File: src/hw/rtl/stf_pkg.sv
`default_nettype none
// ----------------------------------------------------------------------------
// stf_pkg: shared types and constants of the STEP statement type filter
// Word formats, prefix phases, controller states and the command and status
// groups between controller and datapath.
// ----------------------------------------------------------------------------
package stf_pkg;

  // type name whose statements are removed, upper case
  localparam int NAME_LEN = 14;
  localparam logic [8*NAME_LEN-1:0] TYPE_NAME = "IFCFOOTINGTYPE";

  localparam logic [7:0] CH_HASH  = 8'h23;  // '#'
  localparam logic [7:0] CH_EQ    = 8'h3D;  // '='
  localparam logic [7:0] CH_SEMI  = 8'h3B;  // ';'
  localparam logic [7:0] CH_QUOTE = 8'h27;  // '\''
  localparam logic [7:0] CH_UNDER = 8'h5F;  // '_'

  typedef struct packed {
    logic [7:0] in_byte;
    logic       end_of_text;
  } stf_in_t;

  typedef struct packed {
    logic [7:0] out_byte;
    logic       byte_valid;
    logic       run_last;
    logic       stream_end;
    logic       prefix_overflow;
  } stf_out_t;

  typedef enum logic [2:0] {
    PH_LEAD,
    PH_DIGITS,
    PH_WS_BEFORE_EQ,
    PH_WS_AFTER_EQ,
    PH_NAME,
    PH_PASS,
    PH_DROP
  } phase_t;

  typedef enum logic [1:0] {
    ACT_NONE,
    ACT_HOLD,
    ACT_KEEP,
    ACT_DROP
  } act_t;

  typedef enum logic [1:0] {
    ST_IDLE,
    ST_RD,
    ST_WR,
    ST_CUR
  } state_t;

  // source of the next word loaded into the output register
  typedef enum logic [1:0] {
    SRC_NONE,
    SRC_IN,
    SRC_MEM,
    SRC_SAVED
  } out_src_t;

  typedef struct packed {
    logic     accept;
    logic     rd_issue;
    out_src_t src;
  } stf_cmd_t;

  typedef struct packed {
    logic acc_rel_zero;  // incoming word releases no held bytes
    logic acc_out;       // incoming word yields its own result (byte or marker)
    logic last_rel;      // release index is at the last held byte
    logic sv_emit;       // saved word carries a byte after the release
    logic out_free;      // output register can take a word this cycle
  } stf_stat_t;

  // character of the type name at a position, 0 past the end
  function automatic logic [7:0] name_byte(input logic [3:0] idx);
    logic [7:0] r;
    r = 8'h00;
    for (int i = 0; i < NAME_LEN; i++) begin
      if (idx == 4'(i)) begin
        r = TYPE_NAME[(NAME_LEN-1-i)*8 +: 8];
      end
    end
    return r;
  endfunction

endpackage
`default_nettype wire

File: src/hw/rtl/stf_ctrl.sv
`default_nettype none
// ----------------------------------------------------------------------------
// stf_ctrl: sequencing controller
// Accepts words, steps through the release of held prefix bytes and places
// the current byte or end marker after them.
// ----------------------------------------------------------------------------
module stf_ctrl import stf_pkg::*; (
  input  wire logic      clk,
  input  wire logic      rst,
  input  wire logic      in_valid,
  output logic           in_ready,
  input  wire stf_stat_t stat,
  output stf_cmd_t       cmd
);

  state_t state, state_next;

  // state register
  always_ff @(posedge clk) begin
    if (rst) begin
      state <= ST_IDLE;
    end else begin
      state <= state_next;
    end
  end

  // next state and commands
  always_comb begin
    state_next   = state;
    in_ready     = 1'b0;
    cmd.accept   = 1'b0;
    cmd.rd_issue = 1'b0;
    cmd.src      = SRC_NONE;
    case (state)
      ST_IDLE: begin
        in_ready = 1'b1;
        if (in_valid) begin
          cmd.accept = 1'b1;
          if (!stat.acc_rel_zero) begin
            state_next = ST_RD;
          end else if (stat.acc_out) begin
            if (stat.out_free) begin
              cmd.src = SRC_IN;
            end else begin
              state_next = ST_CUR;
            end
          end
        end
      end
      ST_RD: begin
        cmd.rd_issue = 1'b1;
        state_next   = ST_WR;
      end
      ST_WR: begin
        if (stat.out_free) begin
          cmd.src = SRC_MEM;
          if (!stat.last_rel) begin
            state_next = ST_RD;
          end else if (stat.sv_emit) begin
            state_next = ST_CUR;
          end else begin
            state_next = ST_IDLE;
          end
        end
      end
      ST_CUR: begin
        if (stat.out_free) begin
          cmd.src    = SRC_SAVED;
          state_next = ST_IDLE;
        end
      end
      default: begin
        state_next = ST_IDLE;
      end
    endcase
  end

  // a word is loaded only into a free output register
  a_load_free: assert property (@(posedge clk) disable iff (rst)
    cmd.src != SRC_NONE |-> stat.out_free)
    else $error("output loaded while occupied");

  // a release read is always followed by its write-out step
  a_rd_then_wr: assert property (@(posedge clk) disable iff (rst)
    cmd.rd_issue |=> state == ST_WR)
    else $error("release read not followed by write-out");

  // a word is taken only while offered and ready
  a_accept_hs: assert property (@(posedge clk) disable iff (rst)
    cmd.accept |-> in_valid && in_ready)
    else $error("word taken without handshake");

endmodule
`default_nettype wire

File: src/hw/rtl/stf_dpath.sv
`default_nettype none
// ----------------------------------------------------------------------------
// stf_dpath: prefix classifier, hold memory and output register
// Classifies each byte against the statement prefix, keeps the held bytes in
// a memory and drives the output word.
// ----------------------------------------------------------------------------
module stf_dpath import stf_pkg::*; #(
  parameter int HOLD_DEPTH = 32
) (
  input  wire logic     clk,
  input  wire logic     rst,
  input  wire stf_in_t  in_data,
  input  wire stf_cmd_t cmd,
  output stf_stat_t     stat,
  output logic          out_valid,
  input  wire logic     out_ready,
  output stf_out_t      out_data
);

  localparam int CW = $clog2(HOLD_DEPTH + 1);
  localparam int IW = $clog2(HOLD_DEPTH);

  // statement state
  logic          inside_string;
  phase_t        prefix_phase;
  logic [3:0]    name_match_count;
  logic [CW-1:0] held_count;

  logic [7:0] held_bytes [HOLD_DEPTH];
  logic [7:0] rdata;

  // saved word and release progress
  logic [7:0]    sv_byte;
  logic          sv_ovf;
  logic          sv_eot;
  logic          sv_emit;
  logic [CW-1:0] rel_cnt;
  logic [CW-1:0] rd_idx;

  // classification of the incoming byte
  logic [7:0]    b;
  logic [7:0]    b_up;
  logic          is_ws, is_digit, is_name;
  act_t          act;
  phase_t        ph_hold;
  logic [3:0]    cnt_hold;
  logic          hold_ok, ovf, keep, drop;
  phase_t        eff_phase;
  logic          eff_prefix;
  logic [CW-1:0] held_after;
  logic          emit_cur;
  logic [CW-1:0] rel_n;
  logic          marker;
  logic          new_stmt;
  logic          toggle;
  logic          eot;

  always_comb begin
    b        = in_data.in_byte;
    eot      = in_data.end_of_text;
    is_ws    = (b == 8'h20) || (b >= 8'h09 && b <= 8'h0D);
    is_digit = (b >= 8'h30 && b <= 8'h39);
    is_name  = is_digit || (b >= 8'h41 && b <= 8'h5A) ||
               (b >= 8'h61 && b <= 8'h7A) || (b == CH_UNDER);
    b_up     = (b >= 8'h61 && b <= 8'h7A) ? (b - 8'd32) : b;

    act      = ACT_KEEP;
    ph_hold  = prefix_phase;
    cnt_hold = name_match_count;
    case (prefix_phase)
      PH_LEAD: begin
        if (is_ws) begin
          act = ACT_HOLD;
        end else if (b == CH_HASH) begin
          act = ACT_HOLD; ph_hold = PH_DIGITS;
        end
      end
      PH_DIGITS: begin
        if (is_digit) begin
          act = ACT_HOLD;
        end else if (is_ws) begin
          act = ACT_HOLD; ph_hold = PH_WS_BEFORE_EQ;
        end else if (b == CH_EQ) begin
          act = ACT_HOLD; ph_hold = PH_WS_AFTER_EQ;
        end
      end
      PH_WS_BEFORE_EQ: begin
        if (is_ws) begin
          act = ACT_HOLD;
        end else if (b == CH_EQ) begin
          act = ACT_HOLD; ph_hold = PH_WS_AFTER_EQ;
        end
      end
      PH_WS_AFTER_EQ: begin
        if (is_ws) begin
          act = ACT_HOLD;
        end else if (is_name && b_up == name_byte(4'd0)) begin
          act = ACT_HOLD; ph_hold = PH_NAME; cnt_hold = 4'd1;
        end
      end
      PH_NAME: begin
        if (is_name) begin
          if (name_match_count < 4'(NAME_LEN) && b_up == name_byte(name_match_count)) begin
            act = ACT_HOLD; cnt_hold = name_match_count + 4'd1;
          end
        end else if (name_match_count == 4'(NAME_LEN)) begin
          act = ACT_DROP;
        end
      end
      default: begin
        act = ACT_NONE;
      end
    endcase

    // full hold buffer turns a hold into a kept statement
    hold_ok = (act == ACT_HOLD) && (held_count < CW'(HOLD_DEPTH));
    ovf     = (act == ACT_HOLD) && !hold_ok;
    keep    = (act == ACT_KEEP) || ovf;
    drop    = (act == ACT_DROP);

    if (hold_ok)   eff_phase = ph_hold;
    else if (keep) eff_phase = PH_PASS;
    else if (drop) eff_phase = PH_DROP;
    else           eff_phase = prefix_phase;
    eff_prefix = (eff_phase != PH_PASS) && (eff_phase != PH_DROP);

    if (hold_ok)           held_after = held_count + CW'(1);
    else if (keep || drop) held_after = '0;
    else                   held_after = held_count;

    emit_cur = (eff_phase == PH_PASS);
    toggle   = !eff_prefix && (b == CH_QUOTE);
    new_stmt = !eff_prefix && (b == CH_SEMI) && !inside_string;

    // held bytes released by this word: on keep, or flushed at end of text
    if (keep)                   rel_n = held_count;
    else if (eot && eff_prefix) rel_n = held_after;
    else                        rel_n = '0;
    marker = eot && (rel_n == '0) && !emit_cur;
  end

  // statement state update
  always_ff @(posedge clk) begin
    if (rst) begin
      inside_string    <= 1'b0;
      prefix_phase     <= PH_LEAD;
      name_match_count <= 4'd0;
      held_count       <= '0;
    end else if (cmd.accept) begin
      if (eot || new_stmt) begin
        prefix_phase     <= PH_LEAD;
        name_match_count <= 4'd0;
        held_count       <= '0;
      end else begin
        prefix_phase     <= eff_phase;
        name_match_count <= hold_ok ? cnt_hold : name_match_count;
        held_count       <= held_after;
      end
      inside_string <= eot ? 1'b0 : (inside_string ^ toggle);
    end
  end

  // hold memory: one write at accept, registered read during release
  always_ff @(posedge clk) begin
    if (cmd.accept && hold_ok) begin
      held_bytes[held_count[IW-1:0]] <= b;
    end
    if (cmd.rd_issue) begin
      rdata <= held_bytes[rd_idx[IW-1:0]];
    end
  end

  // saved word and release counter
  always_ff @(posedge clk) begin
    if (cmd.accept) begin
      sv_byte <= b;
      sv_ovf  <= ovf;
      sv_eot  <= eot;
      sv_emit <= emit_cur;
      rel_cnt <= rel_n;
      rd_idx  <= '0;
    end else if (cmd.src == SRC_MEM) begin
      rd_idx <= rd_idx + CW'(1);
    end
  end

  // output register
  logic     out_free;
  logic     last_rel;
  stf_out_t out_next;

  assign out_free = !out_valid || out_ready;
  assign last_rel = (rd_idx == rel_cnt - CW'(1));

  always_comb begin
    out_next = out_data;
    case (cmd.src)
      SRC_IN: begin
        out_next.out_byte        = emit_cur ? b : 8'h00;
        out_next.byte_valid      = emit_cur;
        out_next.run_last        = 1'b1;
        out_next.stream_end      = eot;
        out_next.prefix_overflow = ovf && emit_cur;
      end
      SRC_MEM: begin
        out_next.out_byte        = rdata;
        out_next.byte_valid      = 1'b1;
        out_next.run_last        = last_rel && !sv_emit;
        out_next.stream_end      = last_rel && !sv_emit && sv_eot;
        out_next.prefix_overflow = sv_ovf;
      end
      SRC_SAVED: begin
        out_next.out_byte        = sv_emit ? sv_byte : 8'h00;
        out_next.byte_valid      = sv_emit;
        out_next.run_last        = 1'b1;
        out_next.stream_end      = sv_eot;
        out_next.prefix_overflow = sv_ovf && sv_emit;
      end
      default: begin
        out_next = out_data;
      end
    endcase
  end

  always_ff @(posedge clk) begin
    if (rst) begin
      out_valid <= 1'b0;
    end else if (cmd.src != SRC_NONE) begin
      out_valid <= 1'b1;
    end else if (out_ready) begin
      out_valid <= 1'b0;
    end
  end

  always_ff @(posedge clk) begin
    out_data <= out_next;
  end

  // status to the controller
  always_comb begin
    stat.acc_rel_zero = (rel_n == '0);
    stat.acc_out      = emit_cur || marker;
    stat.last_rel     = last_rel;
    stat.sv_emit      = sv_emit;
    stat.out_free     = out_free;
  end

  // hold count never passes the memory depth
  a_held_range: assert property (@(posedge clk) disable iff (rst)
    held_count <= CW'(HOLD_DEPTH))
    else $error("held count beyond hold depth");

  // end of text returns the statement state to its start
  a_eot_clear: assert property (@(posedge clk) disable iff (rst)
    cmd.accept && eot |=> held_count == '0 && prefix_phase == PH_LEAD && !inside_string)
    else $error("state not cleared after end of text");

  // release reads stay within the bytes actually held
  a_rd_bound: assert property (@(posedge clk) disable iff (rst)
    cmd.rd_issue |-> rd_idx < rel_cnt)
    else $error("release read past held bytes");

endmodule
`default_nettype wire

File: src/hw/rtl/step_statement_type_filter.sv
`default_nettype none
// ----------------------------------------------------------------------------
// step_statement_type_filter: STEP statement type filter
// Removes every IFCFOOTINGTYPE instance statement from a STEP byte stream.
// ----------------------------------------------------------------------------
// Bytes in, filtered bytes out, one word per byte on valid/ready channels.
// A byte that releases nothing held and finds the output register free
// is loaded into it when it yields a word, and the next byte is accepted
// in the following cycle even while its result still sits in the output
// register; an occupied output register holds the input back. Bytes of a
// statement prefix are held in a single-port hold memory of HOLD_DEPTH
// entries with a registered read; when the prefix is resolved as kept, or
// the text ends during a prefix, the n held bytes come out one by one (read,
// then load of the output register), followed by the current byte when it
// is kept; when the text ends during a prefix, the current byte is one of
// the n. A prefix longer than HOLD_DEPTH is flagged with prefix_overflow and
// kept. A last byte that yields no word gives one end marker word
// (byte_valid 0); stream_end is set on the last word of the text.
// ----------------------------------------------------------------------------
module step_statement_type_filter import stf_pkg::*; #(
  parameter int HOLD_DEPTH = 32
) (
  input  wire logic    clk,
  input  wire logic    rst,
  input  wire logic    in_valid,
  output logic         in_ready,
  input  wire stf_in_t in_data,
  output logic         out_valid,
  input  wire logic    out_ready,
  output stf_out_t     out_data
);

  stf_cmd_t  cmd;
  stf_stat_t stat;

  // sequencing
  stf_ctrl u_ctrl (
    .clk      (clk),
    .rst      (rst),
    .in_valid (in_valid),
    .in_ready (in_ready),
    .stat     (stat),
    .cmd      (cmd)
  );

  // classification, hold memory and output register
  stf_dpath #(
    .HOLD_DEPTH (HOLD_DEPTH)
  ) u_dpath (
    .clk       (clk),
    .rst       (rst),
    .in_data   (in_data),
    .cmd       (cmd),
    .stat      (stat),
    .out_valid (out_valid),
    .out_ready (out_ready),
    .out_data  (out_data)
  );

endmodule
`default_nettype wire

File: config.mk
export PLATFORM = sky130hd
export DESIGN_NAME = step_statement_type_filter
export DESIGN_NICKNAME = d
export VERILOG_FILES = /design/src/hw/rtl/stf_pkg.sv /design/src/hw/rtl/stf_ctrl.sv /design/src/hw/rtl/stf_dpath.sv /design/src/hw/rtl/step_statement_type_filter.sv
export SDC_FILE = /design/constraint.sdc
export NUM_CORES = 1
export LEC_CHECK = 0
export BUFFER_PORTS_ARGS = -buffer_cell sky130_fd_sc_hd__clkbuf_2
export CAP_MARGIN = 10
export CORE_AREA = 2 2 163 165
export CTS_CLUSTER_SIZE = 28
export DETAILED_ROUTE_END_ITERATION = 16
export DIE_AREA = 0 0 165 167
export PLACE_DENSITY = 0.76
export RECOVER_POWER = 50
export REMOVE_ABC_BUFFERS = 1
export SLEW_MARGIN = 20
export SYNTH_ARGS = -nofsm -noshare
export SYNTH_HDL_FRONTEND = slang
export SYNTH_SLANG_ARGS = --single-unit
File: constraint.sdc
create_clock -name clk -period 6.1 [get_ports clk]
set_input_delay 0.61 -clock clk [delete_from_list [all_inputs] [get_ports clk]]
set_output_delay 0.61 -clock clk [all_outputs]
set_load 0.01 [all_outputs]
==> impl_metrics.ini, run 1 <==
[clock_network]
numCtsBuffers = 31
cts-root-buf = clkbuf_16
cts.sink_count = 316
cts.repair.resized = 0
clk_latency_ps = 570
clockBufferDepth = 3
postCtsSetupBuffers = 0
clk_pin_slew_ps = 60
cts.htree.levels = 1
cts_tree = done
cts_hold_buf = 0

[detailed_routing]
vias = 8180
wirelength_microns = 32200
wl_per_cell_microns = 25.7
drc_errors = 0
initialDrtViolationCount = 1253
drt.antenna.violating_nets = 0
drt-pass1-iter-count = 5
vias_per_cell = 6.52

[finish]
finalInstanceArea_sq_um = 15300
layout-drive-gt1-share_pct = 17.8
fillerInstances = 1867
areaGrowthSynthToFinish_pct = 9.87
fin_nets = 921
utilization_pct = 59.5

[synth]
synth.avg_cell_area_sq_um = 15.9
ys_ff_latch = 316
synth_area_leader_cell = edfxtp_1
synthTopCellsByArea = edfxtp_1 63%, mux4_2 13%, dfxtp_1 3.3%
synth-edff-count = 293
syn_area_sq_um = 14000
synthFlopType = edfxtp_1
synth-async-reset-ratio_pct = 0
synth_warnings = 0
synth_seq_area_share_pct = 66.3
synth.top_cell.area_share_pct = 63.0
netlist_instances = 876
synth_cell_types = 73

[floorplan]
num_rows = 59
core_sq_um = 25800
ios = 27
die_y_microns = 167
dieWidth_microns = 165
dieArea_sq_um = 27600
start_util_pct = 54.2

[placement]
gp_congestion = 0.917
place_area_sq_um = 14400
hpwlAfterDp_microns = 20600
numPortBuffers = 26

[sta]
holdWs_ps = 430
hold_violations = 0
period_share_pct = 81.8
drv_slew = 194
skew_ps = 9.55
tightestPinTransition_ps = 1820
rsz0062_at_grt = no
finalSetupTns_ps = 0
min_period_ps = 4990
slew_headroom_pct = -21.4
fmax_mhz = 200
setup_viol_count_final = 0

[worst_setup_path]
startpoint_type = input port
cp.arrival_ps = 5180
worst-r2r-setup-slack_ps = 1520
path_class = in -> reg
critPathRequiredTime_ps = 6300
crit_path_end_kind = register
cp_max_fo = 26

[power]
leakage_nw = 4.75
ir_worst_vdd_mv = 0.283
power_w = 0.00508
power.density_nw_per_um2 = 331

[grt]
grtUsageTotal_pct = 24.1
gr-total-overflow = 0
antenna_found_initial = 3
grt_max_degree = 66
first_global_vias = 7701
grt_pass1_wl_microns = 48800

[worst_hold_path]
hp-class = in -> reg

[run_status]
status = finished, violations left
violations = max-capacitance violations, max-slew violations

[job]
max_cap_violations = 7
==> layer usage <==
layer / up-vias / global-route usage [%] / share of wire, %
met2: 488 / 35.5 / 46
met4: 4 / 7.94 / 3.1
li1: 3544 / - / -
met5: - / 0 / 0.084
met1: 4075 / 36.6 / 41
met3: 69 / 4.43 / 9.7
==> report_power, final <==
part	internal, W	switching [W]	leakage, nW
clock network	0.00104	0.000786	0.478
registers	0.00247	0.0000857	2.84
logic	0.000285	0.000415	1.43
total	0.00380	0.00129	4.75
==> cell usage after synthesis (all sizes together) (3+ instances only) <==
| master | n |
|---|---|
| o21ai | 32 |
| a22o | 5 |
| nor4 | 6 |
| xor2 | 9 |
| a211oi | 7 |
| nor3 | 15 |
| nor2b | 4 |
| dfxtp | 23 |
| buf | 20 |
| o22ai | 4 |
| edfxtp | 293 |
| or3 | 5 |
| mux2 | 8 |
| nand2b | 8 |
| a211o | 4 |
| nor2 | 65 |
| nor3b | 3 |
| and3 | 7 |
| a31oi | 6 |
| a32o | 3 |
| a21oi | 33 |
| and2 | 4 |
| o211ai | 3 |
| mux4 | 80 |
| or4 | 5 |
| xnor2 | 10 |
| a221o | 3 |
| nand4 | 20 |
| nand3b | 8 |
| mux2i | 3 |
| nand2 | 32 |
| clkbuf | 36 |
| a22oi | 9 |
| o31ai | 12 |
| ha | 13 |
| a21o | 5 |
| inv | 28 |
| nand3 | 12 |
==> final cells by class <==
| type | instances | area (sq um) | share of cell area (%) |
|---|---|---|---|
| multi-input cells | 476 | 4380 | 28.5 |
| diodes | 1 | 2.50 | 0.0163 |
| flip-flops and latches | 316 | 9260 | 60.4 |
| inverters | 28 | 105 | 0.685 |
| repair buffers | 42 | 195 | 1.27 |
| clock inverters | 16 | 158 | 1.03 |
| clock buffers | 40 | 820 | 5.34 |
| well taps | 335 | 419 | 2.73 |
==> kinds of logic after synthesis <==
logic type | after synthesis | synth area share [%]
mux | 91 | 13.8
flops | 316 | 66.3
xor+xnor | 19 | 1.19
buf+inv | 84 | 2.41
compound gates | 150 | 7.59
fa+ha+maj | 14 | 1.24
simple gates | 202 | 7.48
==> cell usage in the layout, fill, tap and decap left out, types with 7 or more instances in the layout <==
| cell type | instances |
|---|---|
| a21oi_1 | 30 |
| nand3b_1 | 7 |
| xor2_1 | 9 |
| mux4_2 | 80 |
| inv_1 | 27 |
| nor3_1 | 15 |
| dfxtp_1 | 21 |
| nand2b_1 | 8 |
| buf_4 | 9 |
| edfxtp_1 | 293 |
| ha_1 | 13 |
| and3_1 | 7 |
| nand4_1 | 20 |
| a211oi_1 | 7 |
| nor2_1 | 64 |
| clkbuf_1 | 38 |
| o31ai_1 | 11 |
| mux2_2 | 8 |
| a22oi_1 | 9 |
| xnor2_1 | 10 |
| nand3_1 | 12 |
| clkbuf_16 | 31 |
| o21ai_0 | 32 |
| nand2_1 | 32 |
==> worst paths after layout <==
| kind | endpoint | startpoint | cells after the start |
|---|---|---|---|
| max | u_dpath.held_bytes[18][1] | in_data[1] | 11 |
| min | u_dpath.out_valid | in_valid | 4 |
| max reg2reg | u_dpath.held_bytes[18][1] | u_dpath.name_match_count[0] | 11 |
| min reg2reg | u_dpath.rd_idx[1] | u_dpath.rd_idx[1] | 2 |
==> sequential cells by signal, summed over array words and instances, names as in the netlist <==
name / cells
u_dpath.rd_idx: 6
u_dpath.sv_emit: 1
u_dpath.name_match_count: 4
u_dpath.sv_ovf: 1
u_dpath.prefix_phase: 3
u_dpath.held_bytes: 256
u_dpath.sv_byte: 8
u_dpath.out_data: 12
u_dpath.inside_string: 1
u_dpath.rel_cnt: 6
u_dpath.out_valid: 1
u_dpath.held_count: 6
u_dpath.sv_eot: 1
u_ctrl.state: 2
u_dpath.rdata: 8
==> critical path, cell delays in order <==
cell and delay, ps:
clkbuf_1 940, buf_4 450, nand4b_1 150, o211ai_1 120, o22ai_1 250, o2bb2ai_1 260, inv_1 140, o31ai_4 430
and2_1 290, nand4_1 670, nor2_1 830
==> through the flow <==
stage / std cells / worst slack (ps)
final: 1254 / 1110
after CTS: 1253 / 1590
after floorplan: 820 / 1360
after detailed placement: 1197 / 992
after global placement: 1197 / 1090
after global routing: 1253 / 762
Power figures use the tool's default switching activity.
==> inputs of run 2 (changes only) <==
--- a/config.mk
+++ b/config.mk
@@ -5,13 +5,14 @@
 export SDC_FILE = /design/constraint.sdc
 export NUM_CORES = 1
 export LEC_CHECK = 0
+export ABC_AREA = 1
 export BUFFER_PORTS_ARGS = -buffer_cell sky130_fd_sc_hd__clkbuf_2
 export CAP_MARGIN = 10
-export CORE_AREA = 2 2 163 165
+export CORE_AREA = 2 2 164 166
 export CTS_CLUSTER_SIZE = 28
 export DETAILED_ROUTE_END_ITERATION = 16
-export DIE_AREA = 0 0 165 167
-export PLACE_DENSITY = 0.76
+export DIE_AREA = 0 0 166 168
+export PLACE_DENSITY = 0.77
 export RECOVER_POWER = 50
 export REMOVE_ABC_BUFFERS = 1
 export SLEW_MARGIN = 20
==> constraint.sdc (replaced) <==
create_clock -name clk -period 5.2 [get_ports clk]
set_input_delay 0.52 -clock clk [delete_from_list [all_inputs] [get_ports clk]]
set_output_delay 0.52 -clock clk [all_outputs]
set_load 0.01 [all_outputs]
==> impl_metrics.ini, run 2 <==
[placement]
dp.cells = 1648
post-place-ws_ps = 906
gp_congestion = 0.926
numPortBuffers = 26
hpwlAfterDp_microns = 22200
place_area_sq_um = 14700

[synth]
synth_area_leader_cell = edfxtp_1
synthFlopType = edfxtp_1
synth_cell_types = 44
syn_area_sq_um = 14200
synth.top_cell.area_share_pct = 61.9
synth.most_common_cell = edfxtp_1
synth_seq_area_share_pct = 65.2
yosys-top-cells-count = 293 x edfxtp_1, 194 x nor2_1, 181 x nand2_1
synth-async-reset-ratio_pct = 0
netlist_instances = 1316
synth.avg_cell_area_sq_um = 10.8
ys_ff_latch = 316
synth_warnings = 0
synthTopCellsByArea = edfxtp_1 62%, o21ai_0 5.4%, nor2_1 5.1%
synth-edff-count = 293

[clock_network]
clockBufferDepth = 3
clk_latency_ps = 580
cts-root-buf = clkbuf_16
cts.repair.resized = 0
cts.htree.levels = 1
cts_tree = done
postCtsSetupBuffers = 0
cts_hold_buf = 0
numCtsBuffers = 31
clk_pin_slew_ps = 70
cts.sink_count = 316

[detailed_routing]
vias_per_cell = 6.03
drt-pass1-iter-count = 5
initialDrtViolationCount = 1070
vias = 10300
wl_per_cell_microns = 20.8
drc_errors = 0
drt.antenna.violating_nets = 0
wirelength_microns = 35400

[worst_hold_path]
hp-class = in -> reg
hold_path_end = u_dpath.held_count[4]
whs_path_depth = 2
hp-start = rst

[worst_setup_path]
startpoint_type = input port
reg2reg_depth = 26
crit_path_end_kind = register
worst-r2r-setup-slack_ps = 820
r2r-end = u_dpath.out_data[1]
r2r-start = u_dpath.name_match_count[0]
cp_max_fo = 26
critPathRequiredTime_ps = 5330
cp.arrival_ps = 4580
path_class = in -> reg

[finish]
final_common_cell = edfxtp_1
layout-drive-gt1-share_pct = 9.99
n_antenna_cell = 0
finalNonFillerCells = 1703
fillerInstances = 2098
largest_reg_flops = 256
multi_input_area_sq_um = 4320
utilization_pct = 59.4
regArea_sq_um = 9260
fin_nets = 1366
areaGrowthSynthToFinish_pct = 10.1
finalInstanceArea_sq_um = 15600
final_cell_mix = 293 x edfxtp_1, 193 x nor2_1, 181 x nand2_1

[grt]
gr-total-overflow = 0
grt_pass1_wl_microns = 54500
first_global_vias = 9816
antenna_found_initial = 0
grtUsageTotal_pct = 24.9
grt_max_degree = 113

[floorplan]
num_rows = 60
dieWidth_microns = 166
ios = 27
core_sq_um = 26400
start_util_pct = 53.9
die_y_microns = 168
dieArea_sq_um = 27900

[run_status]
status = finished, violations left
violations = max-capacitance violations, max-slew violations

[sta]
fmax_mhz = 225
tightestPinTransition_ps = 1740
slew_headroom_pct = -16.6
setup_viol_count_final = 0
rsz0062_at_grt = no
min_period_ps = 4450
hold_violations = 0
skew_ps = 19.8
period_share_pct = 85.6
layout_setup_ws_ps = 750
drv_slew = 120

[power]
power.density_nw_per_um2 = 448
power_w = 0.00701
leakage_nw = 5.32
ir_worst_vdd_mv = 0.287

[job]
max_cap_violations = 3
[run 2: per-layer routing]
metal,wire [microns],vias up,GRT usage (%)
li1,-,4757,-
met1,14600,4939,34.7
met2,16700,501,40.1
met3,3110,76,3.95
met4,1030,0,8.81
met5,0,-,0
[run 2: worst max-delay path by stage]
stage                                            from                    to  slack (ps)  cells after the start
after floorplan                     u_dpath.rd_idx[0]       u_ctrl.state[0]        -200                     11
after global placement                     in_data[4]   u_dpath.out_data[5]        1100                     25
after detailed placement                   in_data[4]  u_dpath.out_data[10]         910                     26
after CTS                 u_dpath.name_match_count[0]  u_dpath.out_data[11]         910                     26
after global routing                       in_data[7]  u_dpath.out_data[11]         390                     21
final                                      in_data[7]   u_dpath.out_data[1]         750                     21
[run 2: report_power, final]
group          switching (W)  internal, W
Clock               0.000939      0.00126
Combinational        0.00131     0.000474
Sequential         0.0000709      0.00296
[run 2: worst max-delay path: stages]
cell	delay, ps
clkbuf_1	480
clkbuf_1	1050
nand2_1	190
nor2_1	190
nand2_2	90
nand3_1	70
nand2_1	60
inv_2	90
nand2_4	110
nor2_8	120
nand2_4	150
inv_2	150
nand2_1	60
a21oi_1	180
nand4_1	130
nand2_2	100
nor2_2	50
nand3_2	100
nor3_1	50
nand2_1	140
nand3_1	460
[run 2: kinds of logic (layout without fill, tap and decap cells)]
logic type	after synthesis	in the layout	share of synthesized area (%)
DFF	316	316	65.2
AOI/OAI and AO/OA	288	288	12.0
and+or+nand+nor	536	536	16.9
adders and majority gates	13	13	1.14
buffers and inverters	157	203	4.45
xor gates and xnor gates	6	6	0.370
[run 2: cell type report]
class,count,share of cell area (%)
clock buffer,38,5.19
clock inverter,17,1.15
inverter,93,2.24
multi-input combinational,843,27.6
sequential,316,59.2
tap,341,2.73
timing repair buffer,55,1.85
[run 2: through the flow]
stage          hold WS, ps  setup TNS (ps)
2_1_floorplan          444           -1480
3_3_place_gp           475               0
3_5_place_dp           491               0
4_1_cts                263               0
5_1_grt                309               0
6_report               304               0
==> inputs of run 3 (changes only) <==
--- a/config.mk
+++ b/config.mk
@@ -12,7 +12,7 @@
 export CTS_CLUSTER_SIZE = 28
 export DETAILED_ROUTE_END_ITERATION = 16
 export DIE_AREA = 0 0 166 168
-export PLACE_DENSITY = 0.77
+export PLACE_DENSITY = 0.71
 export RECOVER_POWER = 50
 export REMOVE_ABC_BUFFERS = 1
 export SLEW_MARGIN = 20
==> impl_metrics.ini, run 3 (synthesis gave the netlist of run 2 again) <==
[run_status]
status = finished, violations left
violations = max-capacitance violations, max-slew violations

[clock_network]
cts.repair.resized = 0
numCtsBuffers = 31
cts-root-buf = clkbuf_16
cts.sink_count = 316
cts_hold_buf = 0
clk_latency_ps = 590
postCtsSetupBuffers = 0
cts_tree = done
cts.htree.levels = 1
clk_pin_slew_ps = 60
clockBufferDepth = 3

[floorplan]
dieWidth_microns = 166
core_sq_um = 26400
start_util_pct = 53.9
num_rows = 60
dieArea_sq_um = 27900
die_y_microns = 168
ios = 27

[power]
leakage_nw = 5.38
ir_worst_vdd_mv = 0.391
power.density_nw_per_um2 = 451
power_w = 0.00710

[sta]
rsz0062_at_grt = no
min_period_ps = 4450
fmax_mhz = 225
setup_viol_count_final = 0
finalSetupTns_ps = 0
layout_setup_ws_ps = 748
period_share_pct = 85.6
tightestPinTransition_ps = 1640
hold_violations = 0
drv_slew = 33
skew_ps = 30.4
slew_headroom_pct = -9.32

[detailed_routing]
drt-pass1-iter-count = 7
vias = 10200
drt.antenna.violating_nets = 0
met1_length_microns = 15200
initialDrtViolationCount = 1128
vias_per_cell = 5.98
wirelength_microns = 35700
wl_per_cell_microns = 20.9
maxUsedRoutingLayer = met4
wl_met3_microns = 2800
route.met2.wl_microns = 17000
drc_errors = 0

[worst_setup_path]
cp_max_fo = 28
critPathRequiredTime_ps = 5400
startpoint = in_data[4]
startpoint_type = input port
path_class = in -> reg
worst-r2r-setup-slack_ps = 980
r2r-start = u_dpath.name_match_count[0]
crit_path_end_kind = register
cp.arrival_ps = 4650

[finish]
layout-drive-gt1-share_pct = 10.6
finalInstanceArea_sq_um = 15800
areaGrowthSynthToFinish_pct = 10.9
fin_nets = 1374
utilization_pct = 59.8
final_cell_mix = 293 x edfxtp_1, 194 x nor2_1, 181 x nand2_1
largest_reg_flops = 256
final_common_cell = edfxtp_1

[grt]
gr-total-overflow = 0
grt_max_degree = 77
first_global_vias = 9819
grt_pass1_wl_microns = 55600
antenna_found_initial = 1
grtUsageTotal_pct = 25.3

[job]
max_cap_violations = 1

[placement]
place_area_sq_um = 14800
numPortBuffers = 26
post-place-ws_ps = 699
hpwlAfterDp_microns = 23000
gp_congestion = 0.929

[worst_hold_path]
hp-class = in -> reg
hp-start = rst
==> run 3: final timing paths <==
| kind | end | depth (start not counted) |
|---|---|---|
| min | u_dpath.held_count[0] | 2 |
| max | u_dpath.out_data[11] | 26 |
| max reg2reg | u_dpath.out_data[11] | 26 |
| min reg2reg | u_dpath.inside_string | 2 |
==> run 3: cell type report <==
class	count	area, sq um
fill	2117	10600
clock buffer	33	783
sequential	316	9260
antenna	1	2.50
tap	341	427
timing repair buffer	63	359
clock inverter	21	254
inverter	93	350
multi-input combinational	843	4320
==> run 3: metal layers <==
| metal | GRT usage [%] | vias up |
|---|---|---|
| met4 | 7.30 | 0 |
| li1 | - | 4779 |
| met1 | 36.1 | 4963 |
| met3 | 3.53 | 56 |
| met2 | 41.1 | 437 |
| met5 | 0 | - |
==> run 3: stage by stage <==
stage | hold WS [ps] | std cells
5_1_grt | 301 | 1711
2_1_floorplan | 444 | 1252
4_1_cts | 259 | 1710
6_report | 311 | 1711
3_3_place_gp | 492 | 1656
3_5_place_dp | 507 | 1656
==> run 3: worst max-delay path, stage by stage <==
cell	delay, ps
clkbuf_2	520
clkbuf_1	700
nand3_1	170
nand3_1	130
nand2_1	60
nand2_1	60
nand2_1	50
nor2_1	150
nor2_2	60
nand2_2	110
nand3_1	80
nand2_1	90
inv_2	70
nand2_4	140
nand3_2	120
nand2_4	130
inv_2	80
nand2_4	70
nand4_4	150
nand4_1	140
nand2_2	70
nor2_2	150
nand3_2	120
nor3_1	140
nand2_1	110
nand3_1	440
==> run 3: power breakdown <==
group | switching, W | internal (W)
logic | 0.00127 | 0.000474
clock network | 0.000950 | 0.00134
registers | 0.000115 | 0.00296
total | 0.00233 | 0.00477
